[src/rtl/core/rcr_pkg.sv]
// Shared types and constants for the railroad car rearranger.
// No dependencies; imported by every module of the block.
`timescale 1ns / 1ps

package rcr_pkg;

    localparam int MAX_TRACKS  = 8;
    localparam int MAX_CARS    = 32;
    localparam int STACK_DEPTH = 32;
    localparam int MAX_RESULTS = 32;

    localparam int CAR_W  = 6;
    localparam int CNT_W  = 4;
    localparam int STAT_W = 2;
    localparam int TRK_W  = $clog2(MAX_TRACKS);
    localparam int HGT_W  = $clog2(STACK_DEPTH + 1);
    localparam int SLOT_W = $clog2(STACK_DEPTH);
    localparam int RES_W  = $clog2(MAX_RESULTS + 1);
    localparam int ADDR_W = TRK_W + SLOT_W;

    localparam logic [STAT_W-1:0] STAT_MOVED     = 2'd0;
    localparam logic [STAT_W-1:0] STAT_FAIL_NOW  = 2'd1;
    localparam logic [STAT_W-1:0] STAT_FAIL_HELD = 2'd2;

    typedef enum logic [2:0] {
        ST_IDLE,
        ST_DISPATCH,
        ST_DRAIN,
        ST_TOPLOAD,
        ST_PUSH_SCAN,
        ST_PUSH_DO,
        ST_FINISH
    } rcr_state_t;

    typedef struct packed {
        logic              wr_en;
        logic [ADDR_W-1:0] wr_addr;
        logic [CAR_W-1:0]  wr_data;
        logic              rd_en;
        logic [ADDR_W-1:0] rd_addr;
    } rcr_mem_req_t;

    typedef struct packed {
        logic eq;          // top equals operand
        logic fits;        // operand < top <= MAX_CARS
        logic below_best;  // top < best top so far
    } rcr_cmp_t;

endpackage

[src/rtl/core/railroad_car_rearranger_unit.sv]
// Per car: a car that parks or finds no track scans each track in use once, a report while
// already failed scans none, and a car that leaves directly visits each track in use on
// each drain scan, with a top refill from the car store per car drained; stalls add to all.
// One car at a time: s_tready is high only between cars; the car's last word goes valid
// in that same cycle. Reset (aresetn low, synchronous): empties all tracks, next car 1,
// failure cleared, track count 8, output empty; no clearing pass is needed.
`timescale 1ns / 1ps

module railroad_car_rearranger_unit (
    input  logic                      aclk,
    input  logic                      aresetn,
    // configuration: track count
    input  logic                      cfg_wr_en,
    input  logic [rcr_pkg::CNT_W-1:0] cfg_wr_data,
    // input cars
    input  logic                      s_tvalid,
    output logic                      s_tready,
    input  logic [7:0]                s_tdata,   // [5:0] car
    input  logic                      s_tuser,   // [0] new_train
    // moves
    output logic                      m_tvalid,
    input  logic                      m_tready,
    output logic [15:0]               m_tdata,   // [5:0] moved_car, [9:6] from, [13:10] to
    output logic [1:0]                m_tuser,   // [1:0] status
    output logic                      m_tlast
);
    import rcr_pkg::*;

    // sequencer state
    rcr_state_t        state_reg, state_next;
    logic [CAR_W-1:0]  car_reg, car_next;
    logic [CAR_W-1:0]  next_exp_reg, next_exp_next;
    logic              failed_reg, failed_next;
    logic [CNT_W-1:0]  tc_reg, tc_next;
    logic [TRK_W-1:0]  j_reg, j_next;
    logic [RES_W-1:0]  n_reg, n_next;
    logic              moved_reg, moved_next;

    // push search
    logic              hb_reg, hb_next;
    logic [TRK_W-1:0]  best_reg, best_next;
    logic [CAR_W-1:0]  best_top_reg, best_top_next;
    logic [HGT_W-1:0]  best_h_reg, best_h_next;
    logic              he_reg, he_next;
    logic [TRK_W-1:0]  empty_reg, empty_next;

    // track heights and cached tops
    logic [HGT_W-1:0]  height_reg [MAX_TRACKS];
    logic [HGT_W-1:0]  height_next [MAX_TRACKS];
    logic [CAR_W-1:0]  top_reg [MAX_TRACKS];
    logic [CAR_W-1:0]  top_next [MAX_TRACKS];

    // pending move (held until the following one shows whether it is the last)
    logic              pend_valid_reg, pend_valid_next;
    logic [CAR_W-1:0]  pend_car_reg, pend_car_next;
    logic [CNT_W-1:0]  pend_from_reg, pend_from_next;
    logic [CNT_W-1:0]  pend_to_reg, pend_to_next;
    logic [STAT_W-1:0] pend_stat_reg, pend_stat_next;

    // output word
    logic              m_valid_reg, m_valid_next;
    logic [CAR_W-1:0]  m_car_reg, m_car_next;
    logic [CNT_W-1:0]  m_from_reg, m_from_next;
    logic [CNT_W-1:0]  m_to_reg, m_to_next;
    logic [STAT_W-1:0] m_stat_reg, m_stat_next;
    logic              m_last_reg, m_last_next;

    // combinational helpers
    rcr_mem_req_t      mem_req;
    logic [CAR_W-1:0]  mem_rd_data;
    rcr_cmp_t          cmp;
    logic [CAR_W-1:0]  cmp_operand;
    logic [CNT_W-1:0]  k_eff;
    logic              j_last;
    logic [HGT_W-1:0]  h_j;
    logic [CAR_W-1:0]  top_j;
    logic              drain_hit;
    logic              slot_free;
    logic              can_emit;
    logic              emit_en;
    logic [CAR_W-1:0]  emit_car;
    logic [CNT_W-1:0]  emit_from;
    logic [CNT_W-1:0]  emit_to;
    logic [STAT_W-1:0] emit_stat;
    logic              fin_en;
    rcr_state_t        adv_state;
    logic [TRK_W-1:0]  adv_j;
    logic              adv_moved;
    logic [TRK_W-1:0]  pick;
    logic [HGT_W-1:0]  pick_h;

    rcr_track_mem u_mem (
        .aclk    (aclk),
        .req     (mem_req),
        .rd_data (mem_rd_data)
    );

    rcr_cmp_unit u_cmp (
        .operand  (cmp_operand),
        .top      (top_j),
        .best_top (best_top_reg),
        .res      (cmp)
    );

    // A track count above the hardware count is treated as the hardware count.
    assign k_eff       = (tc_reg > CNT_W'(MAX_TRACKS)) ? CNT_W'(MAX_TRACKS) : tc_reg;
    assign j_last      = (CNT_W'(j_reg) == k_eff - CNT_W'(1));
    assign h_j         = height_reg[j_reg];
    assign top_j       = top_reg[j_reg];
    assign cmp_operand = (state_reg == ST_DRAIN) ? next_exp_reg : car_reg;
    assign drain_hit   = (h_j != '0) && (h_j <= HGT_W'(STACK_DEPTH)) && cmp.eq;
    assign slot_free   = !m_valid_reg || m_tready;
    assign can_emit    = !pend_valid_reg || slot_free;
    assign pick        = hb_reg ? best_reg : empty_reg;
    assign pick_h      = hb_reg ? best_h_reg : '0;

    // Step the drain scan on to the next track, restart it, or stop.
    always_comb begin
        adv_state = ST_DRAIN;
        adv_j     = j_reg + TRK_W'(1);
        adv_moved = moved_reg;
        if (n_reg == RES_W'(MAX_RESULTS)) begin
            adv_state = ST_FINISH;
        end else if (j_last) begin
            adv_j     = '0;
            adv_moved = 1'b0;
            if (!moved_reg) begin
                adv_state = ST_FINISH;
            end
        end
    end

    // Sequencer: next state and datapath control.
    always_comb begin
        state_next    = state_reg;
        car_next      = car_reg;
        next_exp_next = next_exp_reg;
        failed_next   = failed_reg;
        tc_next       = cfg_wr_en ? cfg_wr_data : tc_reg;
        j_next        = j_reg;
        n_next        = n_reg;
        moved_next    = moved_reg;
        hb_next       = hb_reg;
        best_next     = best_reg;
        best_top_next = best_top_reg;
        best_h_next   = best_h_reg;
        he_next       = he_reg;
        empty_next    = empty_reg;
        height_next   = height_reg;
        top_next      = top_reg;
        mem_req       = '0;
        emit_en       = 1'b0;
        emit_car      = '0;
        emit_from     = '0;
        emit_to       = '0;
        emit_stat     = STAT_MOVED;
        fin_en        = 1'b0;
        s_tready      = 1'b0;

        case (state_reg)
            ST_IDLE: begin
                s_tready = 1'b1;
                if (s_tvalid) begin
                    car_next = s_tdata[CAR_W-1:0];
                    // new train: empty every track, clear the failure and start again from car 1
                    if (s_tuser) begin
                        for (int t = 0; t < MAX_TRACKS; t++) begin
                            height_next[t] = '0;
                        end
                        failed_next   = 1'b0;
                        next_exp_next = CAR_W'(1);
                    end
                    state_next = ST_DISPATCH;
                end
            end

            ST_DISPATCH: begin
                if (can_emit) begin
                    if (failed_reg) begin
                        emit_en    = 1'b1;
                        emit_stat  = STAT_FAIL_HELD;
                        state_next = ST_FINISH;
                    end else if (car_reg == next_exp_reg) begin
                        // straight through to the output, then drain the tracks
                        emit_en       = 1'b1;
                        emit_car      = car_reg;
                        next_exp_next = next_exp_reg + CAR_W'(1);
                        n_next        = RES_W'(1);
                        j_next        = '0;
                        moved_next    = 1'b0;
                        state_next    = (k_eff == '0) ? ST_FINISH : ST_DRAIN;
                    end else begin
                        j_next     = '0;
                        hb_next    = 1'b0;
                        he_next    = 1'b0;
                        state_next = (k_eff == '0) ? ST_PUSH_DO : ST_PUSH_SCAN;
                    end
                end
            end

            ST_DRAIN: begin
                if (drain_hit) begin
                    if (can_emit) begin
                        emit_en            = 1'b1;
                        emit_car           = top_j;
                        emit_from          = CNT_W'(j_reg) + CNT_W'(1);
                        height_next[j_reg] = h_j - HGT_W'(1);
                        next_exp_next      = next_exp_reg + CAR_W'(1);
                        n_next             = n_reg + RES_W'(1);
                        moved_next         = 1'b1;
                        // fetch the car now exposed on this track
                        if (h_j >= HGT_W'(2)) begin
                            mem_req.rd_en   = 1'b1;
                            mem_req.rd_addr = {j_reg, SLOT_W'(h_j - HGT_W'(2))};
                        end
                        state_next = ST_TOPLOAD;
                    end
                end else begin
                    j_next     = adv_j;
                    moved_next = adv_moved;
                    state_next = adv_state;
                end
            end

            ST_TOPLOAD: begin
                if (h_j != '0) begin
                    top_next[j_reg] = mem_rd_data;
                end
                j_next     = adv_j;
                moved_next = adv_moved;
                state_next = adv_state;
            end

            ST_PUSH_SCAN: begin
                if (h_j != '0) begin
                    // full tracks are never chosen
                    if (h_j < HGT_W'(STACK_DEPTH) && cmp.fits &&
                        (!hb_reg || cmp.below_best)) begin
                        hb_next       = 1'b1;
                        best_next     = j_reg;
                        best_top_next = top_j;
                        best_h_next   = h_j;
                    end
                end else if (!he_reg) begin
                    he_next    = 1'b1;
                    empty_next = j_reg;
                end
                if (j_last) begin
                    state_next = ST_PUSH_DO;
                end else begin
                    j_next = j_reg + TRK_W'(1);
                end
            end

            ST_PUSH_DO: begin
                if (can_emit) begin
                    emit_en = 1'b1;
                    if (hb_reg || he_reg) begin
                        mem_req.wr_en     = 1'b1;
                        mem_req.wr_addr   = {pick, pick_h[SLOT_W-1:0]};
                        mem_req.wr_data   = car_reg;
                        height_next[pick] = pick_h + HGT_W'(1);
                        top_next[pick]    = car_reg;
                        emit_car          = car_reg;
                        emit_to           = CNT_W'(pick) + CNT_W'(1);
                    end else begin
                        failed_next = 1'b1;
                        emit_stat   = STAT_FAIL_NOW;
                    end
                    state_next = ST_FINISH;
                end
            end

            ST_FINISH: begin
                // release the held move as the last one of this car
                if (slot_free) begin
                    fin_en     = 1'b1;
                    state_next = ST_IDLE;
                end
            end

            default: begin
                state_next = ST_IDLE;
            end
        endcase
    end

    // Pending move and output word.
    always_comb begin
        pend_valid_next = pend_valid_reg;
        pend_car_next   = pend_car_reg;
        pend_from_next  = pend_from_reg;
        pend_to_next    = pend_to_reg;
        pend_stat_next  = pend_stat_reg;
        m_valid_next    = m_valid_reg;
        m_car_next      = m_car_reg;
        m_from_next     = m_from_reg;
        m_to_next       = m_to_reg;
        m_stat_next     = m_stat_reg;
        m_last_next     = m_last_reg;

        if (fin_en || (emit_en && pend_valid_reg)) begin
            m_valid_next = 1'b1;
            m_car_next   = pend_car_reg;
            m_from_next  = pend_from_reg;
            m_to_next    = pend_to_reg;
            m_stat_next  = pend_stat_reg;
            m_last_next  = fin_en;
        end else if (m_tready) begin
            m_valid_next = 1'b0;
        end

        if (emit_en) begin
            pend_valid_next = 1'b1;
            pend_car_next   = emit_car;
            pend_from_next  = emit_from;
            pend_to_next    = emit_to;
            pend_stat_next  = emit_stat;
        end else if (fin_en) begin
            pend_valid_next = 1'b0;
        end
    end

    // Control registers.
    always_ff @(posedge aclk) begin
        if (!aresetn) begin
            state_reg      <= ST_IDLE;
            next_exp_reg   <= CAR_W'(1);
            failed_reg     <= 1'b0;
            tc_reg         <= CNT_W'(MAX_TRACKS);
            pend_valid_reg <= 1'b0;
            m_valid_reg    <= 1'b0;
            for (int t = 0; t < MAX_TRACKS; t++) begin
                height_reg[t] <= '0;
            end
        end else begin
            state_reg      <= state_next;
            next_exp_reg   <= next_exp_next;
            failed_reg     <= failed_next;
            tc_reg         <= tc_next;
            pend_valid_reg <= pend_valid_next;
            m_valid_reg    <= m_valid_next;
            height_reg     <= height_next;
        end
    end

    // Payload registers.
    always_ff @(posedge aclk) begin
        car_reg       <= car_next;
        j_reg         <= j_next;
        n_reg         <= n_next;
        moved_reg     <= moved_next;
        hb_reg        <= hb_next;
        best_reg      <= best_next;
        best_top_reg  <= best_top_next;
        best_h_reg    <= best_h_next;
        he_reg        <= he_next;
        empty_reg     <= empty_next;
        top_reg       <= top_next;
        pend_car_reg  <= pend_car_next;
        pend_from_reg <= pend_from_next;
        pend_to_reg   <= pend_to_next;
        pend_stat_reg <= pend_stat_next;
        m_car_reg     <= m_car_next;
        m_from_reg    <= m_from_next;
        m_to_reg      <= m_to_next;
        m_stat_reg    <= m_stat_next;
        m_last_reg    <= m_last_next;
    end

    assign m_tvalid = m_valid_reg;
    assign m_tdata  = {2'b00, m_to_reg, m_from_reg, m_car_reg};
    assign m_tuser  = m_stat_reg;
    assign m_tlast  = m_last_reg;

endmodule

[src/rtl/core/rcr_track_mem.sv]
// Car store for all holding tracks: one write port, one registered read port.
// Depends on rcr_pkg.
`timescale 1ns / 1ps

module rcr_track_mem (
    input  logic                       aclk,
    input  rcr_pkg::rcr_mem_req_t      req,
    output logic [rcr_pkg::CAR_W-1:0]  rd_data
);
    import rcr_pkg::*;

    logic [CAR_W-1:0] mem [1 << ADDR_W];
    logic [CAR_W-1:0] rd_data_reg;

    always_ff @(posedge aclk) begin
        if (req.wr_en) begin
            mem[req.wr_addr] <= req.wr_data;
        end
    end

    always_ff @(posedge aclk) begin
        if (req.rd_en) begin
            rd_data_reg <= mem[req.rd_addr];
        end
    end

    assign rd_data = rd_data_reg;

endmodule

[src/rtl/core/rcr_cmp_unit.sv]
// Shared compare unit: tests one track top against the operand and the best top.
// Depends on rcr_pkg.
`timescale 1ns / 1ps

module rcr_cmp_unit (
    input  logic [rcr_pkg::CAR_W-1:0] operand,
    input  logic [rcr_pkg::CAR_W-1:0] top,
    input  logic [rcr_pkg::CAR_W-1:0] best_top,
    output rcr_pkg::rcr_cmp_t         res
);
    import rcr_pkg::*;

    always_comb begin
        res.eq         = (top == operand);
        res.fits       = (operand < top) && (top <= CAR_W'(MAX_CARS));
        res.below_best = (top < best_top);
    end

endmodule

[config.mk]
export PLATFORM = sky130hd
export DESIGN_NAME = railroad_car_rearranger_unit
export DESIGN_NICKNAME = d
export VERILOG_FILES = /design/src/rtl/core/rcr_pkg.sv /design/src/rtl/core/railroad_car_rearranger_unit.sv /design/src/rtl/core/rcr_track_mem.sv /design/src/rtl/core/rcr_cmp_unit.sv
export SDC_FILE = /design/constraint.sdc
export NUM_CORES = 2
export LEC_CHECK = 0
export BUFFER_PORTS_ARGS = -buffer_cell sky130_fd_sc_hd__buf_2
export CORE_ASPECT_RATIO = 0.8
export CORE_MARGIN = 4
export CORE_UTILIZATION = 23
export CTS_CLUSTER_DIAMETER = 50
export DETAILED_ROUTE_END_ITERATION = 10
export PLACE_DENSITY = 0.48
export SETUP_SLACK_MARGIN = 0.05
export SLEW_MARGIN = 10
export SYNTH_ARGS = -nofsm -noshare
export SYNTH_HDL_FRONTEND = slang
export SYNTH_SLANG_ARGS = --single-unit
[constraint.sdc]
create_clock -name aclk -period 16.6 [get_ports aclk]
set_input_delay 1.66 -clock aclk [delete_from_list [all_inputs] [get_ports aclk]]
set_output_delay 1.66 -clock aclk [all_outputs]
set_load 0.01 [all_outputs]
== Word level (Yosys, flattened, before mapping) ==
Memory sizes are Yosys's and may differ from the RTL's. A register that Yosys moved wholly into a read port is not among the register bits.
Cells that the tools add are included.
Storage, ports and cells
  RAM bits: 1536
  input bits: 18
  word-level logic and storage cells: 261
  register bits: 181
  memories kept: 1
Cells by class
  equality and inequality tests: 30
  order comparisons: 11
  bitwise gates (word level): 4
  add/sub/neg operators: 9
  reduce and logical (&&, ||, !) cells: 44
  multiplexer cells: 121
Memory list
  u_mem.mem: words 256, width 6, read ports 1, clocked after Yosys merged registers in 1, wr ports 1, RTL line rcr_track_mem.sv:12  | logic [CAR_W-1:0] mem [1 << ADDR_W];
Operators with widths (count)
  48-bit two-way mux: 9
  48-bit bitwise mux: 4
  6-bit two-way mux: 27
  48-bit one-hot mux with 3 select lines: 1
  48-bit one-hot mux with 2 select lines: 1
  3-bit two-way mux: 20
  15-bit two-way mux: 3
  2-bit != test (second input constant): 19
  6-bit binary-select mux with 3-bit select: 2
  6-bit demux with 3-bit select: 2
  9-bit two-way mux: 4
  6-bit one-hot mux with 3 select lines: 2
  1-bit two-way mux: 34
  3-bit one-hot mux with 7 select lines: 1
  5-bit AND reduction: 4
  6-bit by 1-bit adder with 6-bit output (second input constant): 3
  6-bit AND reduction: 3
  6-bit equality test: 2
  6-bit <= comparator (second input constant): 2
  6-bit less-than comparator: 2
  3-bit one-hot mux with 4 select lines: 1
  6-bit one-hot mux with 2 select lines: 1
  3-bit AND reduction: 4
  2-bit nonzero test: 6
  35 further kinds: 62

== Logic depth before layout (Yosys ltp) ==
  word-level depth: 12
  gate-level depth with buffers: 25
  mapped depth without buffers: 18

== Hierarchy ==
From an unflattened synthesis, not the netlist that was laid out.
Second synthesis, totals
  cell total of the unflattened synthesis: 4036
  area total of the unflattened synthesis: 70203.6 um^2
Modules (own cells, without submodules)
  rcr_track_mem: area an instance 60133.9 um^2, cells each 2964, times used 1
  railroad_car_rearranger_unit: area an instance 9783.1 um^2, cells each 1031, times used 1
  rcr_cmp_unit: area an instance 286.5 um^2, cells each 41, times used 1

== Worst setup path before layout ==
Ideal clock, no wire load.
  path type: input-to-reg
  start: input m_tready
  end: memory u_mem.mem[0][0], data pin
  required time: 15733 ps
  path slack: 10229 ps
  setup time: 867 ps
  buffers on the path: 0
  arrival: 5505 ps
  cell stages on the path: 5
  cells stage by stage: nor2b_1 > nand2_1 > nand2_1 > nor2_1 > and2_1
RTL lines
  start: declaration: RTL line railroad_car_rearranger_unit.sv:22  | input logic m_tready,
  end: declaration: RTL line rcr_track_mem.sv:12

== Final worst setup path ==
  start: register j_reg[0]
  end: register u_mem.rd_data_reg[2] (netlist: u_mem.rd_data[2]), read port of u_mem.mem, data pin
On the way
  word-level cells in the longest chain between the ends: 9
  elaborated cells between the ends (all ways): 18
  classes of those cells: add/sub (1); order compare (2); eq/ne (1); mux (10); bitwise (1); reduce/logical (3)
Ends and longest elaborated chain
  start: declaration: RTL line railroad_car_rearranger_unit.sv:35  | logic [TRK_W-1:0] j_reg, j_next;
  start signal: assignment: RTL line railroad_car_rearranger_unit.sv:350  | j_reg <= j_next;
  3-bit NOT with 4-bit output (implied by the code): RTL line railroad_car_rearranger_unit.sv:108, railroad_car_rearranger_unit.sv:109
  6-bit binary-select mux with 3-bit select: RTL line railroad_car_rearranger_unit.sv:108  | assign h_j = height_reg[j_reg];
  6-bit two-way mux (implied by the code) (2 in series): RTL line railroad_car_rearranger_unit.sv:108
  5-bit by 2-bit subtractor with 5-bit output, or another cell as far along: RTL line railroad_car_rearranger_unit.sv:214  | mem_req.rd_addr = {j_reg, SLOT_W'(h_j - HGT_W'(2))};
  9-bit two-way mux / 1-bit logical AND (equally long branches): RTL line railroad_car_rearranger_unit.sv:212, railroad_car_rearranger_unit.sv:111
  9-bit two-way mux / 1-bit logical AND (equally long branches): RTL line railroad_car_rearranger_unit.sv:203, railroad_car_rearranger_unit.sv:111
  9-bit two-way mux *: RTL line railroad_car_rearranger_unit.sv:202  | if (drain_hit) begin
  9-bit two-way mux *: RTL line railroad_car_rearranger_unit.sv:160  | case (state_reg)
  end: declaration: RTL line rcr_track_mem.sv:13  | logic [CAR_W-1:0] rd_data_reg;
Every way passes the cells marked *; elsewhere a longest branch is shown, timed or not. The select of a mux whose other input is x is not followed.
A chain may end at the register's enable or synchronous reset.

==> impl_results.md <==
- Status: finished, violations left
- Failing checks: design-rule violations
- Vias per inst: 5.08
- FILL cells: between 30000 and 40000
- Proportion of layout cells with a drive suffix above 1: a little over a tenth
- Netlist Area Pre-Place: 72000 um2
- Int Pwr: ~7.5 mW
- Fin. max-slew vios: 0
- Slew HR: around 8.4%
- Max reg flops: 1536
- Clk pin slew, worst setup/hold paths: about 0.07 ns
- Initial antenna violation count: 19
- Fin. Hold Viols: 0
- Fin crit share: 50.8%
- Hold-fix buffers at CTS: 0
- CP Class: reg2reg
- DR pass1 iterations: 9
- Wire length per cell: about 28 um
- HPWL Detailed: about 170000 um
- Vias in the first global route: 46195
- DRT iter0 DRCs: approximately 7300
- CTS buffer count: around 180
- Die height: approximately 500 um
- Clock Latency Late Sink: between 0.8 and 0.9 ns
- Sw Ratio: 30.0%
- MaxCap Viol Count: 0
- Synth async-reset ratio: 0%
- Detailed Route WL: between 200000 and 300000 um
- Sw power: roughly 3.2 mW
- Worst vdd rail ir drop: ~80 uV
- IO Pins: 39
- Worst Skew: between 0.1 and 0.15 ns
- First-pass GRT wire length: around 370000 um
- H-tree depth: 4
- Cts repair resizes: 0
- CTS max path bufs: 4
- Tightest Pin Transition: 1.37 ns
- Min-Delay Path Class: reg2reg
- Fin cells: roughly 9700
- Hold path startpoint: pend_car_reg[5]
- CTS tree: yes
- Final Util: a little over a quarter
- Syn_area_per_cell: about 13 um2
- Critical path data required time: 17.18 ns
- CP arrival: 9.02 ns
- Final critical path time including I/O delays and setup: ~8.4 ns
- Final #Nets: 5435
- Pre-CTS WS: around 8.4 ns
- Die width: between 600 and 700 um
- Largest net degree at the start of global routing: 183
- Post-route setup slack: between 8 and 9 ns
- Fin Setup TNS: 0 ns
- Via count: 49198
- Syn Inst Count: 5354
- Ys Warns: 0
- Seq/Total Area, Yosys: 70.9%
- CTS sink cnt: between 1500 and 2000
- Crit end category: flop
- Combinational power share: 16.7%
- Seq cells post-synth: about 1700
- Ys flop type: edfxtp_1
- Sequential power share: around 46%
- Number of remaining DRC errors: 2
- RR Startpoint: j_reg[0]
- Worst Path Max Fanout: 38
- Library cells used by synthesis: between 90 and 100
- P_leak: approximately 28 nW
- Fmax achieved: approximately 0.12 GHz
- Overflow left after global routing: 0
- Area of the core: 311000 um2
- Post-synth EDFFs: between 1500 and 2000
- Initial Util: between 20% and 30%
- Total Routing Usage GR: between 10% and 20%
- Share of total power in the clock network: a little under two fifths
- Postcts setup bufs: 0
- Placer Congestion: around 0.9
- Placement Rows: roughly 180
- # setup viols final: 0
- Post-route ant nets: 0
- Die area: roughly 320000 um2
- Area grow syn2layout: 15.7%
- Pwr dens: ~130 nW/um2
- CTS Root Cell: clkbuf_16
- Total chip power: about 11 mW
- CP Launch Type: flop
- RSZ-0062 raised after global routing: no
- IO Port Bufs: 34
- Worst Setup SP: j_reg[0]
- Placed cell count: between 9000 and 10000
[cell usage after synthesis, types with 12 or more instances]
master	number	area, um2
a2111oi_0	27	236
nor2_1	506	1900
nand2_1	740	2780
ha_1	23	288
nor4_1	28	175
o21ai_1	18	90.1
dfxtp_1	64	1280
mux2_2	29	327
o211ai_1	28	210
buf_1	52	195
a32oi_1	12	105
inv_1	32	120
a31oi_1	46	288
a21oi_1	218	1090
buf_2	63	315
mux2i_1	300	3000
a311oi_1	14	123
a22oi_1	80	601
nand4_1	34	213
and3_1	47	294
nor3_1	69	345
a211oi_1	54	405
o31ai_1	14	105
a221oi_1	34	298
o221ai_1	107	937
buf_4	14	105
nand3_1	149	746
or3_1	17	106
o21ai_0	228	1140
mux4_2	16	360
o22ai_1	91	569
nor2b_1	61	382
edfxtp_1	1659	49800
xnor2_1	19	166
clkbuf_1	221	830
and2_1	22	138
a22o_1	13	114
[cell families after synthesis]
| kind of cell | count (synthesis) | share of synthesized area, % |
|---|---|---|
| multiplexers | 348 | 5.18 |
| XOR/XNOR | 30 | 0.365 |
| AND/OR/NAND/NOR | 1716 | 10.3 |
| other | 1 | 0.00521 |
| flip-flops | 1723 | 70.9 |
| AO/OA/AOI/OAI | 1123 | 10.6 |
| adder cells (fa/ha/maj) | 23 | 0.399 |
| buffers and inverters | 390 | 2.24 |
[layout by cell type (no fill, tap or decap), types with 22 or more instances in the layout]
cell / instances
a2111oi_0: 23
a211oi_1: 52
a21oi_1: 216
a221oi_1: 34
a22oi_1: 80
a31oi_1: 46
and3_1: 47
buf_2: 34
buf_4: 168
clkbuf_1: 31
clkbuf_16: 183
clkinv_1: 39
clkinv_2: 27
dfxtp_1: 64
edfxtp_1: 1659
ha_1: 22
inv_1: 31
mux2_2: 29
mux2i_1: 300
nand2_1: 739
nand3_1: 145
nand4_1: 34
nor2_1: 502
nor2b_1: 61
nor3_1: 64
nor4_1: 26
o211ai_1: 28
o21ai_0: 226
o221ai_1: 106
o22ai_1: 91
[metrics by stage]
step           hold WS [ns]  instance area, um2
5_1_grt               0.434               83400
4_1_cts               0.420               83300
3_3_place_gp          0.405               77700
6_report              0.422               83400
2_1_floorplan         0.400               72000
3_5_place_dp          0.406               77700
[power groups by stage]
stage | logic, mW | registers, mW | clock network [mW]
after global routing | 1.88 | 4.93 | 4.29
after floorplan | 0.973 | 5.00 | 0
after global placement | 1.73 | 5.02 | 0
final | 1.80 | 4.93 | 4.05
after detailed placement | 1.75 | 5.02 | 0
after CTS | 1.75 | 4.93 | 4.09
[path summary, 6_finish.rpt]
check                                         to  slack (ns)  cells after the start
worst min-delay path                m_car_reg[5]        0.42                      0
worst max register to register  u_mem.rd_data[2]        8.16                     20
worst max-delay path            u_mem.rd_data[2]        8.16                     20
worst min register to register      m_car_reg[5]        0.42                      0
[metal layers]
| layer | vias to the layer above | part of all wire, % | routed length (um) | GRT usage [%] |
|---|---|---|---|---|
| met5 | - | 0.0096 | 26 | 0 |
| met2 | 2872 | 41 | 111000 | 22.7 |
| met4 | 4 | 2.9 | 7900 | 4.37 |
| li1 | 20615 | - | - | - |
| met1 | 25268 | 44 | 120000 | 23.9 |
| met3 | 439 | 12 | 32800 | 4.80 |
[worst max-delay path: stages (launching register included)]
cell      delay (ns)
edfxtp_1        0.32
buf_4           0.24
buf_4           0.64
nor2b_1         0.41
and2_1          0.45
a22oi_1         0.20
and4_1          0.31
ha_1            0.31
nand4_1         0.17
nor4_4          0.88
nand3_1         0.21
or4_1           0.79
nand2_1         0.75
nand3_1         0.63
buf_4           0.42
o21ai_0         0.17
o311ai_0        0.18
o21ai_0         0.14
nor3_1          0.12
o31ai_1         0.63
mux2i_1         0.22
[final cells by class]
| class | instances | area [um2] | share of cell area, % |
|---|---|---|---|
| antenna | 3 | 7.51 | 0.00901 |
| clock buffer | 218 | 4750 | 5.70 |
| clock inverter | 100 | 928 | 1.11 |
| inverter | 38 | 153 | 0.183 |
| multi-input combinational | 3242 | 19700 | 23.6 |
| sequential | 1723 | 51100 | 61.3 |
| tap | 4162 | 5210 | 6.25 |
| timing repair buffer | 207 | 1530 | 1.84 |
No activity file was read; power rests on OpenSTA's default activity.
